--- config.mk ---
export PLATFORM = sky130hd
export DESIGN_NAME = qap_seq
export DESIGN_NICKNAME = d
export VERILOG_FILES = /design/src/rtl/qap_pkg.sv /design/src/rtl/qap_seq.sv
export SDC_FILE = /design/constraint.sdc
export NUM_CORES = 1
export LEC_CHECK = 0
export ABC_AREA = 1
export BUFFER_PORTS_ARGS = -buffer_cell sky130_fd_sc_hd__buf_2
export CORE_UTILIZATION = 40
export CTS_CLUSTER_DIAMETER = 50
export DETAILED_ROUTE_END_ITERATION = 10
export GPL_ROUTABILITY_DRIVEN = 0
export PLACE_DENSITY = 0.68
export SYNTH_ARGS = -nofsm -noshare
export SYNTH_HDL_FRONTEND = slang
export SYNTH_SLANG_ARGS = --single-unit
--- constraint.sdc ---
create_clock -name clk -period 4.5 [get_ports clk]
set_input_delay 0.45 -clock clk [delete_from_list [all_inputs] [get_ports clk]]
set_output_delay 0.45 -clock clk [all_outputs]
set_load 0.01 [all_outputs]
--- src/rtl/qap_pkg.sv ---
// shared types, constants and field layout for the qap cost engine
package qap_pkg;

	localparam int MAX_SIZE_DEF    = 64;
	localparam int ENTRY_WIDTH_DEF = 16;

	// fixed field widths
	localparam int OP_W      = 3;
	localparam int POS_W     = 6;
	localparam int VALUE_W   = 16;
	localparam int COST_W    = 48;
	localparam int SIZE_W    = 7;

	// input tdata layout, lowest bit first
	localparam int ROW_LSB        = 0;
	localparam int COL_LSB        = ROW_LSB + POS_W;
	localparam int VALUE_LSB      = COL_LSB + POS_W;
	localparam int OLD_COST_LSB   = VALUE_LSB + VALUE_W;
	localparam int FIRST_POS_LSB  = OLD_COST_LSB + COST_W;
	localparam int SECOND_POS_LSB = FIRST_POS_LSB + POS_W;
	localparam int IN_TDATA_W     = ((SECOND_POS_LSB + POS_W + 7) / 8) * 8;
	localparam int OUT_TDATA_W    = ((COST_W + 7) / 8) * 8;

	// configuration port
	localparam int CFG_IDX_W  = 1;
	localparam int CFG_DATA_W = SIZE_W;
	localparam logic [CFG_IDX_W-1:0] REG_SYMMETRIC_MODE = 1'd0;
	localparam logic [CFG_IDX_W-1:0] REG_SIZE_IN_USE    = 1'd1;
	localparam logic [SIZE_W-1:0]    SIZE_RESET         = 7'd64;

	// drain state length, so the accumulator holds the final sum once done is reached
	localparam int DRAIN_CYCLES = 4;
	localparam int DRAIN_W      = $clog2(DRAIN_CYCLES);

	typedef enum logic [OP_W-1:0] {
		OP_LOAD_FLOW = 3'd0,
		OP_LOAD_DIST = 3'd1,
		OP_LOAD_PERM = 3'd2,
		OP_FULL_COST = 3'd3,
		OP_SWAP_COST = 3'd4
	} qap_op_t;

	typedef enum logic [2:0] {
		ST_IDLE,
		ST_PRE,
		ST_RUN,
		ST_DRAIN,
		ST_DONE
	} qap_state_t;

	// request handed from the port to the sequencer
	typedef struct packed {
		logic              valid;
		qap_op_t           op;
		logic [POS_W-1:0]  first_pos;
		logic [POS_W-1:0]  second_pos;
	} qap_req_t;

	// term token traveling down the datapath
	typedef struct packed {
		logic valid;
		logic swap;
	} qap_tok_t;

	// accumulator start
	typedef struct packed {
		logic              load;
		logic              dbl;
		logic [COST_W-1:0] init;
	} qap_start_t;

endpackage

--- src/rtl/qap_seq.sv ---
// sequencer: walks pairs or positions and issues store reads
module qap_seq #(
	parameter int MAX_SIZE = qap_pkg::MAX_SIZE_DEF,
	parameter int IDX_W    = $clog2(MAX_SIZE),
	parameter int CNT_W    = $clog2(MAX_SIZE + 1)
) (
	input  logic                  clk,
	input  logic                  arst_n,
	input  qap_pkg::qap_req_t     req,
	input  logic [CNT_W-1:0]      n,
	input  logic                  sym,
	input  logic                  out_free,
	input  logic [IDX_W-1:0]      perm_rdata_a,
	input  logic [IDX_W-1:0]      perm_rdata_b,
	output logic                  idle,
	output logic                  done,
	output logic [IDX_W-1:0]      perm_raddr_a,
	output logic [IDX_W-1:0]      perm_raddr_b,
	output logic [2*IDX_W-1:0]    flow_raddr_a,
	output logic [2*IDX_W-1:0]    flow_raddr_b,
	output logic [2*IDX_W-1:0]    dist_raddr_a,
	output logic [2*IDX_W-1:0]    dist_raddr_b,
	output qap_pkg::qap_tok_t     tok_s1
);

	qap_pkg::qap_state_t state_q, state_d;
	logic [IDX_W-1:0]             i_q, i_d, j_q, j_d;
	logic                         half_q, half_d;
	logic                         swap_q, swap_d;
	logic [qap_pkg::POS_W-1:0]    a_q, a_d, b_q, b_d;
	logic [qap_pkg::DRAIN_W-1:0]  drain_q, drain_d;
	qap_pkg::qap_tok_t            tok_s0;
	logic                         half_s1;
	logic                         pre_s1;
	logic [IDX_W-1:0]             pa_q, pb_q;
	logic [IDX_W-1:0]             a_idx, b_idx;
	logic                         i_last, j_last;
	logic                         pos_bad;

	assign a_idx  = a_q[IDX_W-1:0];
	assign b_idx  = b_q[IDX_W-1:0];
	assign i_last = CNT_W'(i_q) == n - CNT_W'(1);
	assign j_last = CNT_W'(j_q) == n - CNT_W'(1);
	assign idle   = state_q == qap_pkg::ST_IDLE;

	assign pos_bad = (qap_pkg::SIZE_W'(req.first_pos) >= qap_pkg::SIZE_W'(n))
		|| (qap_pkg::SIZE_W'(req.second_pos) >= qap_pkg::SIZE_W'(n));

	always_ff @(posedge clk or negedge arst_n) begin
		if (!arst_n) begin
			state_q <= qap_pkg::ST_IDLE;
			i_q     <= '0;
			j_q     <= '0;
			half_q  <= 1'b0;
			swap_q  <= 1'b0;
			a_q     <= '0;
			b_q     <= '0;
			drain_q <= '0;
			tok_s1  <= '0;
			half_s1 <= 1'b0;
			pre_s1  <= 1'b0;
		end else begin
			state_q <= state_d;
			i_q     <= i_d;
			j_q     <= j_d;
			half_q  <= half_d;
			swap_q  <= swap_d;
			a_q     <= a_d;
			b_q     <= b_d;
			drain_q <= drain_d;
			tok_s1  <= tok_s0;
			half_s1 <= half_q;
			pre_s1  <= state_q == qap_pkg::ST_PRE;
		end
	end

	// swapped positions' locations, read once before the walk
	always_ff @(posedge clk) begin
		if (pre_s1) begin
			pa_q <= perm_rdata_a;
			pb_q <= perm_rdata_b;
		end
	end

	always_comb begin
		state_d = state_q;
		i_d     = i_q;
		j_d     = j_q;
		half_d  = half_q;
		swap_d  = swap_q;
		a_d     = a_q;
		b_d     = b_q;
		drain_d = drain_q;
		tok_s0  = '0;
		done    = 1'b0;
		unique case (state_q)
			qap_pkg::ST_IDLE: begin
				if (req.valid) begin
					i_d     = '0;
					j_d     = '0;
					half_d  = 1'b0;
					drain_d = '0;
					a_d     = req.first_pos;
					b_d     = req.second_pos;
					priority case (req.op)
						qap_pkg::OP_FULL_COST: begin
							swap_d  = 1'b0;
							state_d = (n == '0) ? qap_pkg::ST_DRAIN : qap_pkg::ST_RUN;
						end
						qap_pkg::OP_SWAP_COST: begin
							swap_d  = 1'b1;
							state_d = (n == '0 || pos_bad) ? qap_pkg::ST_DRAIN
								: qap_pkg::ST_PRE;
						end
						default: begin
						end
					endcase
				end
			end
			qap_pkg::ST_PRE: begin
				state_d = qap_pkg::ST_RUN;
			end
			qap_pkg::ST_RUN: begin
				if (!swap_q) begin
					// skip the diagonal, and the lower triangle when symmetric
					tok_s0.valid = (i_q != j_q) && !(sym && (j_q < i_q));
					tok_s0.swap  = 1'b0;
					if (j_last) begin
						j_d = '0;
						if (i_last) begin
							state_d = qap_pkg::ST_DRAIN;
						end else begin
							i_d = i_q + IDX_W'(1);
						end
					end else begin
						j_d = j_q + IDX_W'(1);
					end
				end else begin
					tok_s0.valid = (i_q != a_idx) && (i_q != b_idx);
					tok_s0.swap  = 1'b1;
					half_d       = !half_q;
					if (half_q) begin
						if (i_last) begin
							state_d = qap_pkg::ST_DRAIN;
						end else begin
							i_d = i_q + IDX_W'(1);
						end
					end
				end
			end
			qap_pkg::ST_DRAIN: begin
				if (drain_q == qap_pkg::DRAIN_W'(qap_pkg::DRAIN_CYCLES - 1)) begin
					state_d = qap_pkg::ST_DONE;
				end else begin
					drain_d = drain_q + qap_pkg::DRAIN_W'(1);
				end
			end
			qap_pkg::ST_DONE: begin
				if (out_free) begin
					done    = 1'b1;
					state_d = qap_pkg::ST_IDLE;
				end
			end
			default: begin
				state_d = qap_pkg::ST_IDLE;
			end
		endcase
	end

	// issue stage
	assign perm_raddr_a = (state_q == qap_pkg::ST_PRE) ? a_idx : i_q;
	assign perm_raddr_b = (state_q == qap_pkg::ST_PRE) ? b_idx : j_q;

	always_comb begin
		if (!swap_q) begin
			flow_raddr_a = {i_q, j_q};
			flow_raddr_b = {i_q, j_q};
		end else if (half_q) begin
			flow_raddr_a = {i_q, a_idx};
			flow_raddr_b = {i_q, b_idx};
		end else begin
			flow_raddr_a = {a_idx, i_q};
			flow_raddr_b = {b_idx, i_q};
		end
	end

	// second stage: distance addresses from the permuted locations
	always_comb begin
		if (!tok_s1.swap) begin
			dist_raddr_a = {perm_rdata_a, perm_rdata_b};
			dist_raddr_b = {perm_rdata_a, perm_rdata_b};
		end else if (half_s1) begin
			dist_raddr_a = {perm_rdata_a, pb_q};
			dist_raddr_b = {perm_rdata_a, pa_q};
		end else begin
			dist_raddr_a = {pb_q, perm_rdata_a};
			dist_raddr_b = {pa_q, perm_rdata_a};
		end
	end

endmodule

# Word level (Yosys, flattened, before mapping)
# Index checks and enable logic that the tools add are counted.
[totals] regBits=47 input_bits=39 out_inout_bits=64 wordCells=102
[op_classes] n_addsub=4 order_cmp=3 eq_ne=21 muxes=41 reduce_logical=19
[ops] operator="$mux W12" n=8
[ops] operator="$mux W6" n=9
[ops] operator="$pmux W6 S2" n=2
[ops] operator="$mux W3" n=7
[ops] operator="$ne A6 B6 Y1" n=3
[ops] operator="$pmux W3 S5" n=1
[ops] operator="$eq A6 B7 Y1" n=2
[ops] operator="$ge A6 B7 Y1" n=2
[ops] operator="$add A6 B1 Y6 const B" n=2
[ops] operator="$ne A2 B2 Y1 const B" n=6
[ops] operator="$reduce_and A3 Y1" n=4
[ops] operator="$mux W2" n=5
[ops] operator="$eq A3 B2 Y1 const B" n=3
[ops] operator="$logic_not A7 Y1" n=1
[ops] operator="$sub A7 B1 Y7 const B" n=1
[ops] operator="$eq A3 B3 Y1 const B" n=2
[ops] operator="$lt A6 B6 Y1" n=1
[ops] operator="$ne A3 B3 Y1 const B" n=2
[ops] operator="$pmux W3 S2" n=1
[ops] operator="$reduce_and A6 Y1" n=1
[ops] operator="$reduce_bool A2 Y1" n=3
[ops] operator="$mux W1" n=5
[ops] operator="$pmux W1 S2" n=2
[ops] operator="$pmux W2 S2" n=1
[ops] operator="10 further kinds" n=14

# Longest topological paths before layout
# Gate-level depths: netlist of the first run.
[logic_depth] depth_word=7 ltp_mapped=15 ltp_nobuf=15

# Worst setup path after synthesis of the first run
# No wires, ideal clock.
[synth_timing] path_kind="input-to-reg" from="input port n[0]" to="register j_q[5]" setup_ns=0.131 arrival_ns=1.758 required_ns=4.369 path_slack_ns=2.610 stages=11 path_buffers=0 path_cell_list="inv_1 > ha_1 > inv_1 > nand2_2 > nand2_2 > nand2_1 > nand4_1 > nor2_1 > nand3_2 > a21oi_1 > nor2_1"
[synth_via] elab_chain_len=5
[synth_rtl] item="start: declaration" line="qap_seq.sv:10" source="input logic [CNT_W-1:0] n,"
[synth_rtl] item="$sub A7 B1 Y7" line="qap_seq.sv:43" source="assign j_last = CNT_W'(j_q) == n - CNT_W'(1);"
[synth_rtl] item="$eq A6 B7 Y1" line="qap_seq.sv:43"
[synth_rtl] item="$mux W6" line="qap_seq.sv:128" source="if (j_last) begin"
[synth_rtl] item="$mux W6" line="qap_seq.sv:124" source="if (!swap_q) begin"
[synth_rtl] item="$pmux W6 S2" line="qap_seq.sv:96" source="unique case (state_q)"
[synth_rtl] item="end signal: assignment" line="qap_seq.sv:65" source="j_q <= j_d;"
[synth_rtl] item="end: declaration" line="qap_seq.sv:27" source="logic [IDX_W-1:0] i_q, i_d, j_q, j_d;"
# No other way between the ends. The select of a mux whose other input is x is not followed.
# A chain may end at the register's enable or synchronous reset.

# Worst setup path in the final report of the first run
[layout_timing] from="register swap_q" to="output port flow_raddr_b[8]"
[layout_via] elab_chain_len=1
[layout_rtl] item="start: declaration" line="qap_seq.sv:29" source="logic swap_q, swap_d;"
[layout_rtl] item="start signal: assignment" line="qap_seq.sv:67" source="swap_q <= swap_d;"
[layout_rtl] item="$mux W12" line="qap_seq.sv:175" source="if (!swap_q) begin"
[layout_rtl] item="end: declaration" line="qap_seq.sv:20" source="output logic [2*IDX_W-1:0] flow_raddr_b,"
# No other way between the ends.

==> impl_metrics.yaml, run 1 <==
critical_path:
  r2r_end: "i_q[0]"
  crit_start: "swap_q"
  worst_ep_arrival_time_ns: 2.44
  critPathLaunchType: "register"
  ff2ff_setup_slack_ns: 2.10
  cp_max_fo: 27
  cp_cell_sequence: "inv_1, nor2_1, clkinv_1, o21ai_0, buf_2"
  crit_family: "flip-flops"
  worstSetupPathType: "register to output pin"
  slowest_delay_ns: 0.90
  worst-path-stages: 5
  crit_buf_inv: 3
  endpoint: "flow_raddr_b[8]"
  r2r_start: "swap_q"
  end_kind: "output pin"
  reg2reg_depth: 8
  slowest_stage: "dfrtp_1"
  worstPathRequired_ns: 4.05
clock_tree:
  cts_setup_buffers: 0
  cts_buffers: 5
  h-tree-depth: 2
  clockBufferDepth: 2
  clock_sinks: 47
  cts_tree: "done"
  clkSlewWorstSetupHoldPaths_ns: 0.10
  cts_root_buf: "clkbuf_8"
  cts_resized: 0
  clk_latency_ns: 0.31
  cts_hold_buf: 0
sta:
  period_minus_slack_ns: 2.89
  worstMarginPinSlew_ns: 0.833
  max_freq_ghz: 0.346
  hold_violations: 0
  rsz0062_at_grt: "no"
  fin_skew_ns: 0.00385
  finalSetupViolations: 0
  period_share: 0.642
  fin_setup_tns_ns: 0
  fin_hold_ws_ns: 0.225
  slew_headroom: 0.445
  drv_slew: 0
global_route:
  grt-ovfl-total: 0
  grt_max_degree: 36
  grtUsageTotal: 0.234
  grt_pass1_vias: 3755
  grt_pass1_wl_um: 18200
  antenna_found_initial: 0
power_and_ir_drop:
  pwr_density_cell_mw_per_mm2: 554
  leakagePower_nw: 2.28
  ir_drop_v: 0.000240
detailed_routing:
  drt_iter0_drc: 260
  wl_per_cell_um: 14.7
  drc: 0
  ant_nets: 0
  viasPerCell: 5.22
  num_vias: 4032
  wirelength_um: 11300
  dr.pass1.iters: 5
outcome:
  status: "finished, final reports clean"
die:
  die_y_um: 99.9
  ios: 103
  die_area_mm2: 0.00998
  initial_core_util: 0.413
  rows: 35
  core_area_mm2: 0.00928
  die_width_um: 99.9
flow_run:
  drv_cap: 0
final_layout:
  diodes: 0
  fillers: 962
  final_nets: 704
  final_cells: 772
  drive_gt1_frac: 0.207
  area_delta_synth_final_pct: 17.7
  seqCellArea_mm2: 0.00124
  multi_input_area_mm2: 0.00223
min_path:
  min_path_type: "input pin to async pin"
synth:
  yosysMostFrequentCell: "nand2_1"
  ys_seq_area_frac: 0.322
  async_reset_ff_frac: 0.745
  avgSynthCellArea_um2: 6.92
  netlist_area_mm2: 0.00383
  synth.area.top_cells: "dfrtp_1, o21ai_0, nand2_1"
  ys_types: 43
  synth_xor_area_frac: 0.0365
  yosys-top-cells-count: "nand2_1, o21ai_0, inv_1"
  synth_top_area_cell: "dfrtp_1"
  synth_top_family_by_area: "simple AND/OR/NAND/NOR gates"
  synthMuxAreaShare: 0
  synth_edf_count: 12
  synth-simple-area-share: 0.283
  synth-adder-area-share: 0.0750
  ys_ff_latch: 47
  synth_top_area_frac: 0.228
  synth_ff_type: "dfrtp_1"
  yosysWarningCount: 0
  syn_inst: 554
  synth_nets: 616
  synth-compound-area-share: 0.188
placement:
  place_inst: 764
  dp_hpwl_um: 8980
  port-buffer-count: 102
-- area by class of cell --
cell class / count / area share
multi-input combinational: 414 / 0.495
sequential: 47 / 0.274
timing repair buffer: 102 / 0.113
inverter: 72 / 0.0605
tap: 129 / 0.0358
clock buffer: 5 / 0.0153
clock inverter: 3 / 0.00610
-- metrics by stage --
stage	power, mW	area (um2)	utilization	worst slack, ns
after floorplan	1.72	3830	-	2.61
after global placement	2.19	4420	0.476	2.04
after detailed placement	2.22	4420	0.476	2.00
after CTS	2.51	4510	0.486	1.64
after global routing	2.74	4510	0.486	1.31
final	2.50	4510	0.486	1.61
-- registers in the layout, indices dropped and copies added (netlist names) --
register,flops
a_idx,6
b_idx,6
drain_q,2
half_q,1
half_s1,1
i_q,6
j_q,6
pa_q,6
pb_q,6
pre_s1,1
state_q,3
swap_q,1
tok_s1,2
-- cell usage in the layout (no fill, tap or decap), types with 3 or more instances in the layout --
cell type  synthesis  routed
nand2_2            7       7
nand4_1            8       8
nand3_1           43      43
nor2_2             4       4
clkinv_1           3       3
o21ai_0           94      94
xor2_1             9       9
edfxtp_1          12      12
dfrtp_1           35      35
clkbuf_8           0       5
buf_2              7     102
a21oi_1           23      23
o22ai_1            4       4
nor3_1             6       6
xnor2_1            7       7
nor2_1            40      40
inv_1             66      66
ha_1              23      23
nand2_1          123     123
-- worst min-delay path by stage --
stage	slack [ns]	startpoint	cells after the start	to
finish	0.23	arst_n	1	swap_q
global route	0.30	arst_n	1	j_q[1]
CTS	0.26	arst_n	1	pre_s1
detailed placement	0.40	half_q	0	half_s1
global placement	0.39	half_q	0	half_s1
floorplan	0.15	arst_n	0	a_idx[0]
-- routing by layer --
layer / routed length (um) / track usage
met5: 0 / 0
met3: 781 / 0.0334
met2: 5130 / 0.389
met4: 287 / 0.0939
met1: 5110 / 0.307
-- power breakdown --
part	switching, mW	internal, mW
sequential	0.185	0.576
clock	0.164	0.115
combinational	0.942	0.517
-- cells by family (layout without fill, tap and decap cells) --
family          after synthesis  after routing
fa+ha+maj                    23             23
compound gates              134            134
xor+xnor                     16             16
simple gates                241            241
flops                        47             47
buf+inv                      93            182
No activity file was read; power rests on OpenSTA's default activity.
==> run 2: changes to the inputs <==
- clock period: 4.5 -> 2.95 ns (I/O delays scaled with it)
==> impl_metrics.yaml, run 2 (synthesized netlist as in run 1, its figures left out) <==
global_route:
  antenna_found_initial: 0
  grt_pass1_wl_um: 18500
  grt-ovfl-total: 0
  grtUsageTotal: 0.239
  grt_max_degree: 36
  grt_pass1_vias: 3803
critical_path:
  slowest_delay_ns: 0.50
  crit_family: "simple AND/OR/NAND/NOR gates"
  crit_start: "half_s1"
  cp_max_fo: 19
  critPathLaunchType: "register"
  cp_cell_sequence: "clkinv_1, nand2_1, nand2_1, o21ai_0, buf_2"
  path_common_cell: "nand2_1"
  r2r_start: "state_q[0]"
  worstSetupPathType: "register to output pin"
  slowest_stage: "nand2_1"
  worst_ep_arrival_time_ns: 1.87
  crit_buf_inv: 2
  worstPathRequired_ns: 2.65
  end_kind: "output pin"
final_layout:
  final_nets: 708
  diodes: 0
  layout_commonest_cell: "nand2_1"
  area_delta_synth_final_pct: 18.2
  final_cell_mix: "nand2_1, buf_2, o21ai_0, inv_1, nand3_1"
  drive_gt1_frac: 0.212
clock_tree:
  clkSlewWorstSetupHoldPaths_ns: 0.10
  cts_setup_buffers: 0
  clockBufferDepth: 2
  cts_resized: 0
  cts_buffers: 5
  clk_latency_ns: 0.31
  cts_hold_buf: 0
  cts_root_buf: "clkbuf_8"
  cts_tree: "done"
  h-tree-depth: 2
  clock_sinks: 47
sta:
  max_freq_ghz: 0.461
  slew_headroom: 0.458
  finalSetupViolations: 0
  period_share: 0.735
  worstMarginPinSlew_ns: 0.813
  period_minus_slack_ns: 2.17
  fin_setup_tns_ns: 0
  drv_slew: 0
  hold_violations: 0
  rsz0062_at_grt: "no"
  fin_skew_ns: 0.00660
detailed_routing:
  ant_nets: 0
  wl_per_cell_um: 14.9
  wirelength_um: 11500
  dr.pass1.iters: 6
  viasPerCell: 5.31
  drc: 0
  drt_iter0_drc: 274
  num_vias: 4118
placement:
  dp_hpwl_um: 9100
  port-buffer-count: 102
power_and_ir_drop:
  ir_drop_v: 0.000324
  power_mw: 3.83
  pwr_density_cell_mw_per_mm2: 845
  leakagePower_nw: 2.29
min_path:
  min_path_type: "input pin to async pin"
die:
  die_area_mm2: 0.00998
  ios: 103
  core_area_mm2: 0.00928
  initial_core_util: 0.413
  die_width_um: 99.9
  rows: 35
  die_y_um: 99.9
outcome:
  status: "finished, final reports clean"
flow_run:
  drv_cap: 0
==> run 2: cell types whose count changed in the layout (fill, tap and decap cells not counted), sizes merged <==
cell / before / now
inv: 71 / 69
clkinvlp: 1 / 2
clkinv: 3 / 4
buf: 102 / 106
==> run 2: power by group <==
part	total, mW	internal [mW]	switching [mW]
sequential	1.11	0.879	0.226
clock	0.403	0.165	0.237
combinational	2.32	0.810	1.51
==> run 2: metal layers <==
layer / part of all wire / GRT usage
met4: 0.026 / 0.0962
met5: 0 / 0
met3: 0.073 / 0.0334
met2: 0.45 / 0.388
met1: 0.45 / 0.322
==> run 2: area by class of cell <==
class / count / area, um2
fill: 952 / 4750
multi-input combinational: 414 / 2230
clock inverter: 3 / 20.0
sequential: 47 / 1240
inverter: 72 / 273
clock buffer: 5 / 68.8
timing repair buffer: 106 / 541
tap: 129 / 161
==> run 2: path summary, 6_finish.rpt <==
kind | endpoint | slack (ns) | cells after the start
max in group asynchronous | a_idx[1] | 2.37 | 1
setup / recovery | dist_raddr_b[7] | 0.78 | 5
setup reg to reg | j_q[5] | 0.88 | 8
min in group clk | pb_q[5] | 0.17 | 1
hold / removal | pre_s1 | 0.08 | 1
hold reg to reg | half_s1 | 0.41 | 0
==> run 2: stage by stage <==
step	cells	setup slack (ns)	hold slack, ns	util	area [um2]
5_1_grt	776	0.541	0.142	0.488	4530
6_report	776	0.782	0.0755	0.488	4530
3_3_place_gp	768	0.857	0.391	0.479	4450
3_5_place_dp	768	0.769	0.395	0.479	4450
2_1_floorplan	554	1.22	-0.000591	-	3830
4_1_cts	776	0.773	0.110	0.488	4530
