--- config.mk ---
export PLATFORM = sky130hd
export DESIGN_NAME = qap_datapath
export DESIGN_NICKNAME = d
export VERILOG_FILES = /design/src/rtl/qap_pkg.sv /design/src/rtl/qap_datapath.sv
export SDC_FILE = /design/constraint.sdc
export NUM_CORES = 1
export LEC_CHECK = 0
export BUFFER_PORTS_ARGS = -buffer_cell sky130_fd_sc_hd__buf_2
export CAP_MARGIN = 20
export CORE_AREA = 10 10 251 181
export CTS_CLUSTER_DIAMETER = 150
export CTS_CLUSTER_SIZE = 10
export DETAILED_ROUTE_END_ITERATION = 16
export DIE_AREA = 0 0 261 191
export PLACE_DENSITY = 0.68
export SETUP_SLACK_MARGIN = 0.3
export SLEW_MARGIN = 20
export SYNTH_ARGS = -nofsm -noshare
export SYNTH_HDL_FRONTEND = slang
export SYNTH_SLANG_ARGS = --single-unit
--- constraint.sdc ---
create_clock -name clk -period 10.9 [get_ports clk]
set_input_delay 2.18 -clock clk [delete_from_list [all_inputs] [get_ports clk]]
set_output_delay 2.18 -clock clk [all_outputs]
set_load 0.1 [all_outputs]
--- src/rtl/qap_pkg.sv ---
// shared types, constants and field layout for the qap cost engine
package qap_pkg;

	localparam int MAX_SIZE_DEF    = 64;
	localparam int ENTRY_WIDTH_DEF = 16;

	// fixed field widths
	localparam int OP_W      = 3;
	localparam int POS_W     = 6;
	localparam int VALUE_W   = 16;
	localparam int COST_W    = 48;
	localparam int SIZE_W    = 7;

	// input tdata layout, lowest bit first
	localparam int ROW_LSB        = 0;
	localparam int COL_LSB        = ROW_LSB + POS_W;
	localparam int VALUE_LSB      = COL_LSB + POS_W;
	localparam int OLD_COST_LSB   = VALUE_LSB + VALUE_W;
	localparam int FIRST_POS_LSB  = OLD_COST_LSB + COST_W;
	localparam int SECOND_POS_LSB = FIRST_POS_LSB + POS_W;
	localparam int IN_TDATA_W     = ((SECOND_POS_LSB + POS_W + 7) / 8) * 8;
	localparam int OUT_TDATA_W    = ((COST_W + 7) / 8) * 8;

	// configuration port
	localparam int CFG_IDX_W  = 1;
	localparam int CFG_DATA_W = SIZE_W;
	localparam logic [CFG_IDX_W-1:0] REG_SYMMETRIC_MODE = 1'd0;
	localparam logic [CFG_IDX_W-1:0] REG_SIZE_IN_USE    = 1'd1;
	localparam logic [SIZE_W-1:0]    SIZE_RESET         = 7'd64;

	// drain state length, so the accumulator holds the final sum once done is reached
	localparam int DRAIN_CYCLES = 4;
	localparam int DRAIN_W      = $clog2(DRAIN_CYCLES);

	typedef enum logic [OP_W-1:0] {
		OP_LOAD_FLOW = 3'd0,
		OP_LOAD_DIST = 3'd1,
		OP_LOAD_PERM = 3'd2,
		OP_FULL_COST = 3'd3,
		OP_SWAP_COST = 3'd4
	} qap_op_t;

	typedef enum logic [2:0] {
		ST_IDLE,
		ST_PRE,
		ST_RUN,
		ST_DRAIN,
		ST_DONE
	} qap_state_t;

	// request handed from the port to the sequencer
	typedef struct packed {
		logic              valid;
		qap_op_t           op;
		logic [POS_W-1:0]  first_pos;
		logic [POS_W-1:0]  second_pos;
	} qap_req_t;

	// term token traveling down the datapath
	typedef struct packed {
		logic valid;
		logic swap;
	} qap_tok_t;

	// accumulator start
	typedef struct packed {
		logic              load;
		logic              dbl;
		logic [COST_W-1:0] init;
	} qap_start_t;

endpackage

--- src/rtl/qap_datapath.sv ---
// difference, multiply and accumulate stages
module qap_datapath #(
	parameter int ENTRY_WIDTH = qap_pkg::ENTRY_WIDTH_DEF
) (
	input  logic                       clk,
	input  logic                       arst_n,
	input  qap_pkg::qap_start_t        start,
	input  qap_pkg::qap_tok_t          tok_s1,
	input  logic [ENTRY_WIDTH-1:0]     flow_rdata_a,
	input  logic [ENTRY_WIDTH-1:0]     flow_rdata_b,
	input  logic [ENTRY_WIDTH-1:0]     dist_rdata_a,
	input  logic [ENTRY_WIDTH-1:0]     dist_rdata_b,
	output logic [qap_pkg::COST_W-1:0] result
);

	localparam int DIFF_W = ENTRY_WIDTH + 1;
	localparam int PROD_W = 2 * DIFF_W;

	qap_pkg::qap_tok_t           tok_s2;
	logic [ENTRY_WIDTH-1:0]      fa_s2, fb_s2;
	logic                        vld_s3, vld_s4;
	logic signed [DIFF_W-1:0]    fdiff, ddiff;
	logic signed [DIFF_W-1:0]    fdiff_s3, ddiff_s3;
	logic signed [PROD_W-1:0]    prod_s4;
	logic [qap_pkg::COST_W-1:0]  acc_q;
	logic                        dbl_q;
	logic [ENTRY_WIDTH-1:0]      fb_g, db_g;

	always_ff @(posedge clk or negedge arst_n) begin
		if (!arst_n) begin
			tok_s2 <= '0;
			vld_s3 <= 1'b0;
			vld_s4 <= 1'b0;
			dbl_q  <= 1'b0;
		end else begin
			tok_s2 <= tok_s1;
			vld_s3 <= tok_s2.valid;
			vld_s4 <= vld_s3;
			if (start.load) begin
				dbl_q <= start.dbl;
			end
		end
	end

	// full cost uses only the a ports
	assign fb_g  = tok_s2.swap ? fb_s2 : '0;
	assign db_g  = tok_s2.swap ? dist_rdata_b : '0;
	assign fdiff = $signed({1'b0, fa_s2}) - $signed({1'b0, fb_g});
	assign ddiff = $signed({1'b0, dist_rdata_a}) - $signed({1'b0, db_g});

	always_ff @(posedge clk) begin
		fa_s2    <= flow_rdata_a;
		fb_s2    <= flow_rdata_b;
		fdiff_s3 <= fdiff;
		ddiff_s3 <= ddiff;
		prod_s4  <= fdiff_s3 * ddiff_s3;
		if (start.load) begin
			acc_q <= start.init;
		end else if (vld_s4) begin
			acc_q <= acc_q + {{(qap_pkg::COST_W - PROD_W){prod_s4[PROD_W-1]}}, prod_s4};
		end
	end

	// symmetric full cost counts each pair once, so double it
	assign result = dbl_q ? {acc_q[qap_pkg::COST_W-2:0], 1'b0} : acc_q;

endmodule

Word-level counts from Yosys, hierarchy flattened:

Cells that the tools add are included.

* flip-flop bits (word level): 153
* bits in latches: 0
* bits in writable memories: 0
* bits in read-only memories: 0
* bits of input ports: 118
* memories: 0

* add/sub/neg operators: 3
* multipliers: 1
* divide/modulo/power cells: 0
* order comparisons: 0
* equal/unequal tests: 0
* shifts and indexed selects: 0
* mux-type cells: 5
* bitwise gates (word level): 0
* reduce and logical (&&, ||, !) cells: 1

Operators by type and width (count)
* two-way mux 48 bit: 3
* adder 48 bit: 1
* multiplier 17 x 17 -> 34 bit: 1
* subtractor 16 x 16 -> 17 bit: 2
* two-way mux 16 bit: 2
* nonzero test 2 bit: 1

Logic depth before layout (Yosys ltp):

Gate-level depths: netlist of run 1.

* word-level depth: 3
* depth in mapped cells: 24

Least setup slack after synthesis of run 1:

No wires, ideal clock.

* kind: reg2reg
* from: reg ddiff_s3[2]
* to: reg prod_s4[31]
* arrival time: 6.217 ns
* required time: 10.828 ns
* setup slack: 4.611 ns
* stages on the path, launching flop included: 21
* buffers on the path: 1
* period minus slack after synthesis: 6.289 ns
* cell sequence: dfxtp_1 > clkbuf_1 > nand2_1 > inv_1 > fa_1 > fa_1 > inv_1 > fa_1 > fa_1 > fa_1 > fa_1 > inv_1 > ha_1 > and3_1 > a221o_1 > a21oi_1 > nor2_1 > nor2_1 > o21bai_1 > a2111oi_0 > xnor2_1

* word-level cells in the longest chain between the ends: 1

RTL lines
* start: declaration: RTL line qap_datapath.sv:23 `logic signed [DIFF_W-1:0] fdiff_s3, ddiff_s3;`
* start signal: assignment: RTL line qap_datapath.sv:55 `ddiff_s3 <= ddiff;`
* multiplier 17 x 17 -> 34 bit: RTL line qap_datapath.sv:56 `prod_s4 <= fdiff_s3 * ddiff_s3;`
* end signal: assignment: RTL line qap_datapath.sv:56
* end: declaration: RTL line qap_datapath.sv:24 `logic signed [PROD_W-1:0] prod_s4;`

No other way between the ends.
A chain may end at the register's enable or synchronous reset.

Worst setup path after layout of run 1:

* from: reg ddiff_s3[3]
* to: reg prod_s4[31]

The elaborated chain is that of the path after synthesis.

==> key figures, run 1 <==
Die
  – Die Area: 0.0499 sq mm
  – Number of standard-cell rows in the floorplan: 62
  – Io pins: 166
  – Starting utilization of the core area: 49.3%
  – Area inside the core boundary: 0.0406 sq mm
  – Die Width: 261 microns
  – Vertical extent of the die: 191 microns

Placement
  – Count of buffers inserted at the top-level ports: 165
  – Instance count after placement with tap cells included: 2805
  – Total half-perimeter wirelength after legalization and detailed placement: 40.2 mm
  – Post-placement cell area: 0.0212 sq mm
  – GP Congestion: 0.920

Critical path
  – Register-to-register setup slack: 3970 ps
  – Sort of element at the end of the critical path: flop
  – R2r worst-path depth: 16
  – Cell repeated most along the worst path: sky130_fd_sc_hd__fa_1
  – WS Path Type: flop to flop
  – Beginning of the worst register-to-register path: ddiff_s3[3]$_DFF_P_
  – Capture instance of the worst register-to-register path: prod_s4[31]$_DFF_P_
  – Data required time of the critical path: 11230 ps
  – Crit path launch type: flop
  – Slowest stage cell, crit path: sky130_fd_sc_hd__a2111oi_0
  – CP arrival: 7260 ps
  – Largest fanout of any net on the critical path: 17
  – Buffers plus inverters on the worst setup path: 3
  – CP Cell Sequence: nand2_1, inv_1, fa_1, fa_1, inv_1, fa_1, fa_1, fa_1, fa_1, inv_1, ha_1, and3_1, nand4_1, a2111oi_0, a2111oi_0, xnor2_1
  – Max incr delay on CP: 960 ps
  – Largest delay share family, worst path: adder cells

Yosys
  – Ys Warns: 0
  – Most used standard cells in the synthesized netlist: 357 x sky130_fd_sc_hd__inv_1, 299 x sky130_fd_sc_hd__fa_1, 258 x sky130_fd_sc_hd__nand2_1
  – Async S/R FF share, synth: 3.27%
  – Fraction of post-synthesis cell area in the top cell type by area: 29.9%
  – Area leader, netlist: sky130_fd_sc_hd__fa_1
  – Synth Cell Area: 0.0200 sq mm
  – Number of nets produced by synthesis: 2755
  – Flip-flop and latch count after synthesis: 153
  – Number of distinct library cells after synthesis: 77
  – Most used standard cell by instance count after synthesis: sky130_fd_sc_hd__inv_1
  – Main area contributors after synthesis: sky130_fd_sc_hd__fa_1 30%, sky130_fd_sc_hd__ha_1 10%, sky130_fd_sc_hd__dfxtp_1 10%
  – Instance count of the mapped netlist: 2174
  – Share of the yosys chip area belonging to registers: 17.8%
  – Average cell area after synthesis: 9.20 sq um
  – Count of flip-flops with a built-in enable after synthesis: 48
  – Main flop type after synthesis: sky130_fd_sc_hd__dfxtp_1

Cells and area
  – Area occupied by registers: 0.00357 sq mm
  – ANT cells: 0
  – Post-route cell area: 0.0218 sq mm
  – Count of fill cells added during filler insertion: 3673
  – Share of cells above drive strength 1: 12.0%
  – NumNets Final: 2861
  – Area used by multi-input combinational logic: 0.0148 sq mm
  – Number of cells in the finished layout apart from fillers: 2837
  – Layout area overhead: 9.04%

Worst hold path
  – Hold worst-path end: vld_s4$_DFF_PN0_
  – Hold Startpoint: vld_s3$_DFF_PN0_
  – Cell count of the worst hold path: 0
  – Min-Delay Path Class: flop to flop

Clocking
  – Maximum count of clock buffers along a single path: 2
  – Number of buffers inserted by hold repair at cts: 0
  – Clk pin slew, worst setup/hold paths: 70 ps
  – Maximum level of the CTS H-tree: 4
  – Post-CTS setup buffer count: 0
  – Clock latency on the worst-skew pair: 460 ps
  – Post_cts resized: 0
  – Number of buffers inserted during clock tree synthesis: 17
  – Buffer type at the clock tree root: sky130_fd_sc_hd__clkbuf_16
  – Clk sinks: 153
  – CTS tree: yes

STA
  – Highest clock frequency the design can meet: 0.144 GHz
  – Smallest hold slack: 363 ps
  – Count of final hold-check violations: 0
  – Final total negative setup slack: 0 ps
  – Final critical delay including setup and external delays: 6930 ps
  – Unrepaired setup endpoints after global routing: no
  – Share of the clock period used by the worst path: 63.5%
  – Final setup vio count: 0
  – Slew @ Worst Pin: 1030 ps
  – Worst slew slack as a fraction of its limit: 29.4%
  – Final Max Tran Viols: 0
  – Clock skew: 11.8 ps

Routing
  – Number of vias per cell: 5.44
  – Final routed DRC violation total: 0
  – DR pass1 iterations: 5
  – Count of nets left with antenna violations after detail routing: 0
  – Routed Wire Length: 48.8 mm
  – Total number of vias: 15432
  – Mean routed wirelength per cell: 17.2 microns
  – Initial drt markers: 1059

Status
  – Result of the run: finished, final reports clean

Run
  – Count of max-cap constraint violations: 0

Global route
  – Maximum number of pins on one net before global-route repair: 77
  – Total track usage: 20.4%
  – Vias in the first global route: 16239
  – First-pass GRT wire length: 81.6 mm
  – Antenna violations before repair: 0
  – Global-route congestion overflow total: 0
[how the worst max path moves through the flow]
stage	startpoint	to	slack [ps]	cells after the start
after global routing	ddiff_s3[2]$_DFF_P_	prod_s4[31]$_DFF_P_	3450	19
after CTS	ddiff_s3[2]$_DFF_P_	prod_s4[31]$_DFF_P_	4010	19
after floorplan	ddiff_s3[2]$_DFF_P_	prod_s4[31]$_DFF_P_	4610	20
after detailed placement	ddiff_s3[2]$_DFF_P_	prod_s4[31]$_DFF_P_	4050	19
after global placement	ddiff_s3[2]$_DFF_P_	prod_s4[31]$_DFF_P_	4200	16
final	ddiff_s3[3]$_DFF_P_	prod_s4[31]$_DFF_P_	3970	16
[metrics by stage]
step | util, % | setup WS (ps)
CTS | 53.7 | 4010
global placement | 52.3 | 4200
floorplan | - | 4610
global route | 53.7 | 3450
detailed placement | 52.3 | 4050
finish | 53.7 | 3970
[worst reg2reg max path, cell delays in order (launching register included)]
cell and delay, ps:
sky130_fd_sc_hd__dfxtp_1 720, sky130_fd_sc_hd__nand2_1 190, sky130_fd_sc_hd__inv_1 130, sky130_fd_sc_hd__fa_1 570, sky130_fd_sc_hd__fa_1 900, sky130_fd_sc_hd__inv_1 120, sky130_fd_sc_hd__fa_1 500, sky130_fd_sc_hd__fa_1 560
sky130_fd_sc_hd__fa_1 430, sky130_fd_sc_hd__fa_1 490, sky130_fd_sc_hd__inv_1 40, sky130_fd_sc_hd__ha_1 320, sky130_fd_sc_hd__and3_1 220, sky130_fd_sc_hd__nand4_1 240, sky130_fd_sc_hd__a2111oi_0 960, sky130_fd_sc_hd__a2111oi_0 220
sky130_fd_sc_hd__xnor2_1 180
[layer usage]
layer | share of wire, % | track usage (%) | up-vias
met5 | 0 | 0 | -
met4 | 1.2 | 4.30 | 0
met3 | 5.1 | 3.35 | 42
met2 | 49 | 34.1 | 386
met1 | 45 | 27.4 | 7773
li1 | - | - | 7231
[cells in the final DEF (no fill, tap or decap), types with 12 or more instances in the layout]
cell type / netlist / routed
sky130_fd_sc_hd__nor2b_1: 15 / 15
sky130_fd_sc_hd__fa_1: 299 / 299
sky130_fd_sc_hd__a21o_1: 46 / 46
sky130_fd_sc_hd__a21oi_1: 83 / 83
sky130_fd_sc_hd__nor2_1: 75 / 75
sky130_fd_sc_hd__o21ai_0: 82 / 82
sky130_fd_sc_hd__nand3_1: 32 / 32
sky130_fd_sc_hd__dfxtp_1: 100 / 100
sky130_fd_sc_hd__o21bai_1: 14 / 14
sky130_fd_sc_hd__and2_1: 152 / 152
sky130_fd_sc_hd__nor3_1: 29 / 29
sky130_fd_sc_hd__o21a_1: 15 / 15
sky130_fd_sc_hd__and3_1: 13 / 13
sky130_fd_sc_hd__nand2b_1: 13 / 13
sky130_fd_sc_hd__clkbuf_16: 0 / 19
sky130_fd_sc_hd__inv_1: 357 / 357
sky130_fd_sc_hd__ha_1: 164 / 164
sky130_fd_sc_hd__mux2_2: 50 / 50
sky130_fd_sc_hd__nand4_1: 12 / 12
sky130_fd_sc_hd__edfxtp_1: 48 / 48
sky130_fd_sc_hd__buf_2: 4 / 165
sky130_fd_sc_hd__xnor2_1: 63 / 63
sky130_fd_sc_hd__xor2_1: 28 / 28
sky130_fd_sc_hd__nand2_1: 258 / 258
[sequential cells by signal, summed over array words and instances (netlist names)]
register  count
dbl_q         1
tok_s2        2
vld_s3        1
fdiff_s3     17
prod_s4      34
fa_s2        16
fb_s2        16
vld_s4        1
acc_q        48
ddiff_s3     17
[cells by family after synthesis]
group / Yosys count / share of synthesized area [%]
AOI/OAI and AO/OA: 345 / 11.4
and+or+nand+nor: 631 / 15.5
xor gates and xnor gates: 91 / 3.99
buffers and inverters: 440 / 8.29
muxes: 51 / 2.87
adders and majority gates: 463 / 40.2
DFF: 153 / 17.8
[cell type report]
class | count | share of cell area (%)
clock inverters | 13 | 0.476
inverters | 357 | 6.15
well taps | 544 | 3.12
repair buffers | 170 | 3.96
flip-flops and latches | 153 | 16.4
clock buffers | 19 | 2.18
multi-input cells | 1581 | 67.7
Power of run 1 is left out: the tool's default activity adds up to more than one toggle a clock period on the data nets, which glitch-free logic cannot reach.
==> inputs of run 2 (changes only) <==
Settings changed: ABC_AREA set to 1, CORE_AREA 10 10 251 181 to 10 10 264 190, DIE_AREA 0 0 261 191 to 0 0 274 200, PLACE_DENSITY 0.68 to 0.7.
Clock period 10.9 ns to 6.2 ns, I/O delays scaled along.
==> run 2 against run 1 <==
  * Register-to-register slack worse by 3500 ps
  * Via count up 26%
  * First-iteration DRC count up 72%
  * Wire length up 30%
==> key figures, run 2 <==
Clocking
  – Buffer type at the clock tree root: sky130_fd_sc_hd__clkbuf_16
  – Maximum count of clock buffers along a single path: 2 (unchanged)
  – Clk sinks: 153 (unchanged)
  – Number of buffers inserted during clock tree synthesis: 17 (unchanged)
  – CTS tree: yes
  – Clk pin slew, worst setup/hold paths: 70 ps (about the same)
  – Maximum level of the CTS H-tree: 4 (unchanged)
  – Clock latency on the worst-skew pair: 470 ps (about the same)

Critical path
  – R2r worst-path depth: 20 (+4)
  – Largest fanout of any net on the critical path: 11 (-6)
  – Data required time of the critical path: 6560 ps (-4670 ps)
  – Register-to-register setup slack: 460 ps (-3510 ps)
  – WS Path Type: flop to flop
  – Crit path launch type: flop
  – Sort of element at the end of the critical path: flop
  – Capture instance of the worst register-to-register path: prod_s4[30]$_DFF_P_
  – Beginning of the worst register-to-register path: fdiff_s3[16]$_DFF_P_
  – CP arrival: 6100 ps (-1160 ps)

Placement
  – GP Congestion: 1.03 (+12%)
  – Total half-perimeter wirelength after legalization and detailed placement: 55.1 mm (+37%)
  – Post-placement cell area: 0.0241 sq mm (+13%)
  – Count of buffers inserted at the top-level ports: 165 (unchanged)

STA
  – Clock skew: 14.6 ps (+2.80 ps)
  – Slew @ Worst Pin: 922 ps (-110 ps)
  – Worst slew slack as a fraction of its limit: 38.5% (+9.1 points)
  – Final setup vio count: 0 (unchanged)
  – Share of the clock period used by the worst path: 92.6% (+29 points)
  – Highest clock frequency the design can meet: 0.174 GHz (+21%)
  – Final Max Tran Viols: 0 (unchanged)
  – Final critical delay including setup and external delays: 5740 ps (-1190 ps)
  – Unrepaired setup endpoints after global routing: yes
  – Count of final hold-check violations: 0 (unchanged)

Cells and area
  – Number of flip-flops in the largest register: 48 (unchanged)
  – Share of cells above drive strength 1: 11.1% (-0.92 points)
  – Count of fill cells added during filler insertion: 4409 (+20%)
  – ANT cells: 0 (unchanged)
  – Layout area overhead: 10.8%
  – Post-route cell area: 0.0247 sq mm (+13%)
  – Register with the highest flop count: acc_q
  – Area used by multi-input combinational logic: 0.0154 sq mm (+4.5%)
  – Leading cell types in the layout, fill and taps excluded: 1013 x sky130_fd_sc_hd__nand2_1, 792 x sky130_fd_sc_hd__inv_1, 295 x sky130_fd_sc_hd__fa_1
  – Largest registers: acc_q x48, prod_s4 x34
  – Most common cell after layout, fill and taps aside: sky130_fd_sc_hd__nand2_1
  – Area occupied by registers: 0.00360 sq mm (+0.77%)
  – NumNets Final: 3897 (+36%)

Yosys
  – Synth Cell Area: 0.0223 sq mm (+12%)
  – Async S/R FF share, synth: 3.27% (unchanged)
  – Most used standard cells in the synthesized netlist: 1016 x sky130_fd_sc_hd__nand2_1, 793 x sky130_fd_sc_hd__inv_1, 299 x sky130_fd_sc_hd__fa_1
  – Share of the yosys chip area belonging to registers: 16.0% (-1.8 points)
  – Count of flip-flops with a built-in enable after synthesis: 48 (unchanged)
  – Main flop type after synthesis: sky130_fd_sc_hd__dfxtp_1
  – Area leader, netlist: sky130_fd_sc_hd__fa_1
  – Ys Warns: 0 (unchanged)
  – Fraction of post-synthesis cell area in the top cell type by area: 26.8% (-3.1 points)
  – Most used standard cell by instance count after synthesis: sky130_fd_sc_hd__nand2_1
  – Number of nets produced by synthesis: 3735 (+36%)
  – Instance count of the mapped netlist: 3154 (+45%)
  – Flip-flop and latch count after synthesis: 153 (unchanged)
  – Main area contributors after synthesis: sky130_fd_sc_hd__fa_1 27%, sky130_fd_sc_hd__nand2_1 17%, sky130_fd_sc_hd__inv_1 13%
  – Number of distinct library cells after synthesis: 42 (-45%)
  – Average cell area after synthesis: 7.07 sq um (-23%)

Global route
  – Antenna violations before repair: 2 (+2)
  – First-pass GRT wire length: 102 mm (+25%)
  – Vias in the first global route: 18823 (+16%)
  – Total track usage: 24.0% (+3.6 points)
  – Maximum number of pins on one net before global-route repair: 50 (-35%)
  – Global-route congestion overflow total: 0 (unchanged)

Run
  – Count of max-cap constraint violations: 0 (unchanged)

Routing
  – Initial drt markers: 1823 (+72%)
  – Number of vias per cell: 4.96 (-8.8%)
  – Final routed DRC violation total: 0 (unchanged)
  – DR pass1 iterations: 6 (+1)
  – Count of nets left with antenna violations after detail routing: 0 (unchanged)
  – Routed Wire Length: 63.5 mm (+30%)
  – Mean routed wirelength per cell: 16.2 microns (-6.1%)
  – Total number of vias: 19515 (+26%)

Status
  – Result of the run: finished, final reports clean

Worst hold path
  – Hold worst-path end: vld_s3$_DFF_PN0_
  – Hold Startpoint: tok_s2[1]$_DFF_PN0_
  – Min-Delay Path Class: flop to flop
  – Cell count of the worst hold path: 0 (unchanged)

Die
  – Number of standard-cell rows in the floorplan: 65 (+4.8%)
  – Area inside the core boundary: 0.0448 sq mm (+10%)
  – Die Area: 0.0548 sq mm (+9.9%)
  – Starting utilization of the core area: 49.8% (+0.48 points)
  – Die Width: 274 microns (+5.0%)
  – Vertical extent of the die: 200 microns (+4.7%)
  – Io pins: 166 (unchanged)
[run 2: changes by cell type after synthesis, sizes merged, moves of 37 or more]
cell	before	now
nand2	258	1030
inv	357	798
and2	152	2
nand3	32	122
nor2	75	144
mux2	50	0
a21o	47	9
xnor2	63	26
[run 2: worst max-delay path by stage]
stage	from	to	slack, ps	cells after the start
final	fdiff_s3[16]$_DFF_P_	prod_s4[30]$_DFF_P_	460	20
after global placement	fdiff_s3[16]$_DFF_P_	prod_s4[29]$_DFF_P_	-70	19
after floorplan	fdiff_s3[16]$_DFF_P_	prod_s4[33]$_DFF_P_	630	22
after CTS	fdiff_s3[12]$_DFF_P_	prod_s4[29]$_DFF_P_	360	21
after detailed placement	fdiff_s3[16]$_DFF_P_	prod_s4[29]$_DFF_P_	80	19
after global routing	fdiff_s3[16]$_DFF_P_	prod_s4[30]$_DFF_P_	270	20
[run 2: what timing repair did]
item,4_1_cts,5_1_grt
endpoints found under the setup margin,2,14
pin swaps,0,2
hold endpoints to repair,0,0
resized for setup,3,36
buffers inserted,0,1
gates cloned,0,0
hold buffers,0,0
[run 2: logic make-up (layout without fill, tap and decap cells)]
family	Yosys count	count (layout)	synth area share, %
AOI/OAI and AO/OA	207	207	5.06
xor gates and xnor gates	67	67	2.63
adders and majority gates	463	463	36.0
buffers and inverters	890	1065	15.0
DFF	153	153	16.0
and+or+nand+nor	1374	1374	25.3
[run 2: metal layers]
layer,up-vias,GRT usage [%],part of all wire [%]
met5,-,1.18,0.16
met4,4,5.16,1.3
met3,59,7.29,11
met2,740,32.4,38
met1,9100,36.3,49
li1,9612,-,-
[run 2: critical path, cell delays in order, from the launching register on]
cell	delay, ps
sky130_fd_sc_hd__dfxtp_2	420
sky130_fd_sc_hd__buf_4	220
sky130_fd_sc_hd__nand2_1	130
sky130_fd_sc_hd__fa_1	520
sky130_fd_sc_hd__inv_1	70
sky130_fd_sc_hd__fa_2	590
sky130_fd_sc_hd__buf_4	160
sky130_fd_sc_hd__buf_4	120
sky130_fd_sc_hd__fa_1	430
sky130_fd_sc_hd__fa_1	570
sky130_fd_sc_hd__fa_1	430
sky130_fd_sc_hd__fa_1	440
sky130_fd_sc_hd__ha_1	360
sky130_fd_sc_hd__nand2_1	210
sky130_fd_sc_hd__nor2_1	100
sky130_fd_sc_hd__nand2_1	120
sky130_fd_sc_hd__o211ai_1	200
sky130_fd_sc_hd__a21oi_2	330
sky130_fd_sc_hd__nand2_1	80
sky130_fd_sc_hd__nand2_1	70
sky130_fd_sc_hd__nand2_1	50
[run 2: per-stage QoR]
step	utilization (%)	setup TNS, ps	hold slack [ps]	instances	setup slack [ps]
3_5_place_dp	53.7	0	344	3899	81.1
2_1_floorplan	-	0	331	3154	633
3_3_place_gp	53.7	-69.3	336	3899	-69.3
5_1_grt	55.2	0	369	3932	272
4_1_cts	55.0	0	367	3931	360
6_report	55.2	0	360	3932	460
[run 2: area by class of cell]
cell class,instances,share of cell area [%]
multi-input cells,2111,62.4
repair buffers,234,5.49
clock inverters,14,0.552
clock buffers,18,1.78
inverters,799,12.1
flip-flops and latches,153,14.6
well taps,603,3.05
Power of run 2 is left out for the same reason.
==> inputs of run 3 (changes only) <==
Settings changed: PLACE_DENSITY 0.7 to 0.75.
==> run 3 against run 2 <==
  * Hold slack better by 4.2 ps
  * First-iteration DRC count is 17% higher
  * Highest routed layer unchanged
  * Sequential share of layout area hardly changed
  * Die area stayed put
  * Fmax is 1.1% higher
  * Cell count hardly changed
  * Utilization hardly changed
  * Final area hardly changed
==> key figures, run 3 (synthesis results as in run 2) <==
Status
  – Result of the run: finished, final reports clean

Global route
  – First-pass GRT wire length: 101 mm (-1.1%)
  – Global-route congestion overflow total: 0 (unchanged)
  – Vias in the first global route: 19285 (+2.5%)
  – Total track usage: 23.5% (-0.51 points)
  – Maximum number of pins on one net before global-route repair: 50 (unchanged)
  – Antenna violations before repair: 0 (-2)

Run
  – Count of max-cap constraint violations: 0 (unchanged)

Worst hold path
  – Cell count of the worst hold path: 0 (unchanged)
  – Min-Delay Path Class: flop to flop
  – Hold Startpoint: vld_s3$_DFF_PN0_
  – Hold worst-path end: vld_s4$_DFF_PN0_

Cells and area
  – Register with the highest flop count: acc_q
  – Number of cells in the finished layout apart from fillers: 3929 (-0.076%)
  – Leading cell types in the layout, fill and taps excluded: 1016 x sky130_fd_sc_hd__nand2_1, 792 x sky130_fd_sc_hd__inv_1, 294 x sky130_fd_sc_hd__fa_1
  – Largest registers: acc_q x48, prod_s4 x34
  – Number of flip-flops in the largest register: 48 (unchanged)
  – ANT cells: 0 (unchanged)
  – NumNets Final: 3894 (-0.077%)
  – Layout area overhead: 10.9% (about the same)
  – Share of cells above drive strength 1: 11.0% (-0.14 points)
  – Most common cell after layout, fill and taps aside: sky130_fd_sc_hd__nand2_1
  – Count of fill cells added during filler insertion: 4350 (-1.3%)

Routing
  – Initial drt markers: 2131 (+17%)
  – Count of nets left with antenna violations after detail routing: 0 (unchanged)
  – Final routed DRC violation total: 0 (unchanged)
  – Mean routed wirelength per cell: 15.9 microns (-1.7%)
  – Routed Wire Length: 62.4 mm (-1.7%)
  – Total number of vias: 19724 (+1.1%)
  – DR pass1 iterations: 6 (unchanged)
  – Number of vias per cell: 5.02 (+1.1%)

Clocking
  – Clock latency on the worst-skew pair: 470 ps (about the same)
  – Number of buffers inserted by hold repair at cts: 0 (unchanged)
  – Maximum level of the CTS H-tree: 4 (unchanged)
  – Number of buffers inserted during clock tree synthesis: 17 (unchanged)
  – Clk pin slew, worst setup/hold paths: 70 ps (about the same)
  – Clk sinks: 153 (unchanged)
  – Maximum count of clock buffers along a single path: 2 (unchanged)
  – Buffer type at the clock tree root: sky130_fd_sc_hd__clkbuf_16
  – CTS tree: yes

Critical path
  – Capture instance of the worst register-to-register path: prod_s4[29]$_DFF_P_
  – Sort of element at the end of the critical path: flop
  – R2r worst-path depth: 19 (-5.0%)
  – Beginning of the worst register-to-register path: fdiff_s3[16]$_DFF_P_
  – WS Path Type: flop to flop
  – Register-to-register setup slack: 520 ps (+60 ps)
  – CP arrival: 6040 ps (-60 ps)
  – Crit path launch type: flop
  – Data required time of the critical path: 6560 ps (about the same)
  – Largest fanout of any net on the critical path: 11 (unchanged)

Die
  – Die Area: 0.0548 sq mm (unchanged)
  – Number of standard-cell rows in the floorplan: 65 (unchanged)
  – Die Width: 274 microns (unchanged)
  – Io pins: 166 (unchanged)
  – Vertical extent of the die: 200 microns (unchanged)
  – Area inside the core boundary: 0.0448 sq mm (unchanged)
  – Starting utilization of the core area: 49.8% (unchanged)

STA
  – Final critical delay including setup and external delays: 5680 ps (-62.8 ps)
  – Clock skew: 12.6 ps (-2.01 ps)
  – Highest clock frequency the design can meet: 0.176 GHz (+1.1%)
  – Share of the clock period used by the worst path: 91.6% (-1.0 points)
  – Worst slew slack as a fraction of its limit: 38.2% (-0.27 points)
  – Count of final hold-check violations: 0 (unchanged)
  – Final Max Tran Viols: 0 (unchanged)
  – Final total negative setup slack: 0 ps (unchanged)
  – Slew @ Worst Pin: 925 ps (+2.73 ps)
  – Unrepaired setup endpoints after global routing: no
  – Final setup vio count: 0 (unchanged)

Placement
  – Instance count after placement with tap cells included: 3893 (-0.15%)
  – Total half-perimeter wirelength after legalization and detailed placement: 53.6 mm (-2.6%)
  – GP Congestion: 1.05 (+1.6%)
  – Count of buffers inserted at the top-level ports: 165 (unchanged)
[run 3: changes by cell type in the layout (fill, tap and decap cells not counted), moves of 3 or more]
cell,delta
sky130_fd_sc_hd__a21oi_1,+3
sky130_fd_sc_hd__a21oi_2,-3
sky130_fd_sc_hd__buf_4,-3
sky130_fd_sc_hd__nand2_1,+3
sky130_fd_sc_hd__nand2_2,-3
sky130_fd_sc_hd__nor3_1,-3
[run 3: timing repair]
action                                 4_1_cts  5_1_grt
setup buffers                                0        4
setup endpoints to repair                    3       14
gates cloned                                 0        0
pin swaps                                    0        2
resized for setup                            1       37
endpoints found under the hold margin        0        0
[run 3: cell type report]
cell class	count	area (sq um)	area share, %
clock buffer	19	464	1.88
clock inverter	13	149	0.602
inverter	799	3000	12.1
multi-input combinational	2111	15400	62.4
sequential	153	3600	14.5
tap	603	754	3.05
timing repair buffer	231	1330	5.36
[run 3: worst max-delay path by stage]
stage	cells past startpoint	endpoint	start	slack (ps)
global route	20	prod_s4[29]$_DFF_P_	fdiff_s3[16]$_DFF_P_	280
floorplan	22	prod_s4[33]$_DFF_P_	fdiff_s3[16]$_DFF_P_	630
finish	19	prod_s4[29]$_DFF_P_	fdiff_s3[16]$_DFF_P_	520
detailed placement	19	prod_s4[29]$_DFF_P_	fdiff_s3[16]$_DFF_P_	230
CTS	19	prod_s4[29]$_DFF_P_	fdiff_s3[16]$_DFF_P_	330
global placement	19	prod_s4[29]$_DFF_P_	fdiff_s3[16]$_DFF_P_	220
[run 3: per-stage QoR]
| step | setup slack, ps | hold WS (ps) | cell area (sq um) | util [%] |
|---|---|---|---|---|
| after floorplan | 633 | 331 | 22300 | - |
| after global routing | 285 | 379 | 24700 | 55.2 |
| after global placement | 221 | 333 | 24000 | 53.6 |
| after detailed placement | 232 | 335 | 24000 | 53.6 |
| final | 523 | 364 | 24700 | 55.2 |
| after CTS | 327 | 367 | 24600 | 54.9 |
[run 3: routing by layer]
metal / share of wire [%] / global-route usage (%) / vias up
met1: 46 / 34.0 / 9278
met3: 12 / 7.26 / 52
met2: 41 / 33.6 / 783
met5: 0.14 / 1.27 / -
met4: 1.3 / 4.93 / 2
li1: - / - / 9609
[run 3: worst max-delay path, stage by stage (launching register included)]
cell	delay, ps
sky130_fd_sc_hd__dfxtp_2	420
sky130_fd_sc_hd__buf_4	220
sky130_fd_sc_hd__nand2_1	130
sky130_fd_sc_hd__fa_1	530
sky130_fd_sc_hd__inv_1	70
sky130_fd_sc_hd__fa_2	660
sky130_fd_sc_hd__fa_1	480
sky130_fd_sc_hd__fa_1	510
sky130_fd_sc_hd__fa_1	490
sky130_fd_sc_hd__inv_1	50
sky130_fd_sc_hd__fa_1	470
sky130_fd_sc_hd__inv_1	40
sky130_fd_sc_hd__ha_1	340
sky130_fd_sc_hd__nand2_1	130
sky130_fd_sc_hd__nor2_1	160
sky130_fd_sc_hd__inv_1	120
sky130_fd_sc_hd__nor3_2	260
sky130_fd_sc_hd__nand4_1	290
sky130_fd_sc_hd__nand4_1	150
sky130_fd_sc_hd__nand2_1	60
Power of run 3 is left out for the same reason.
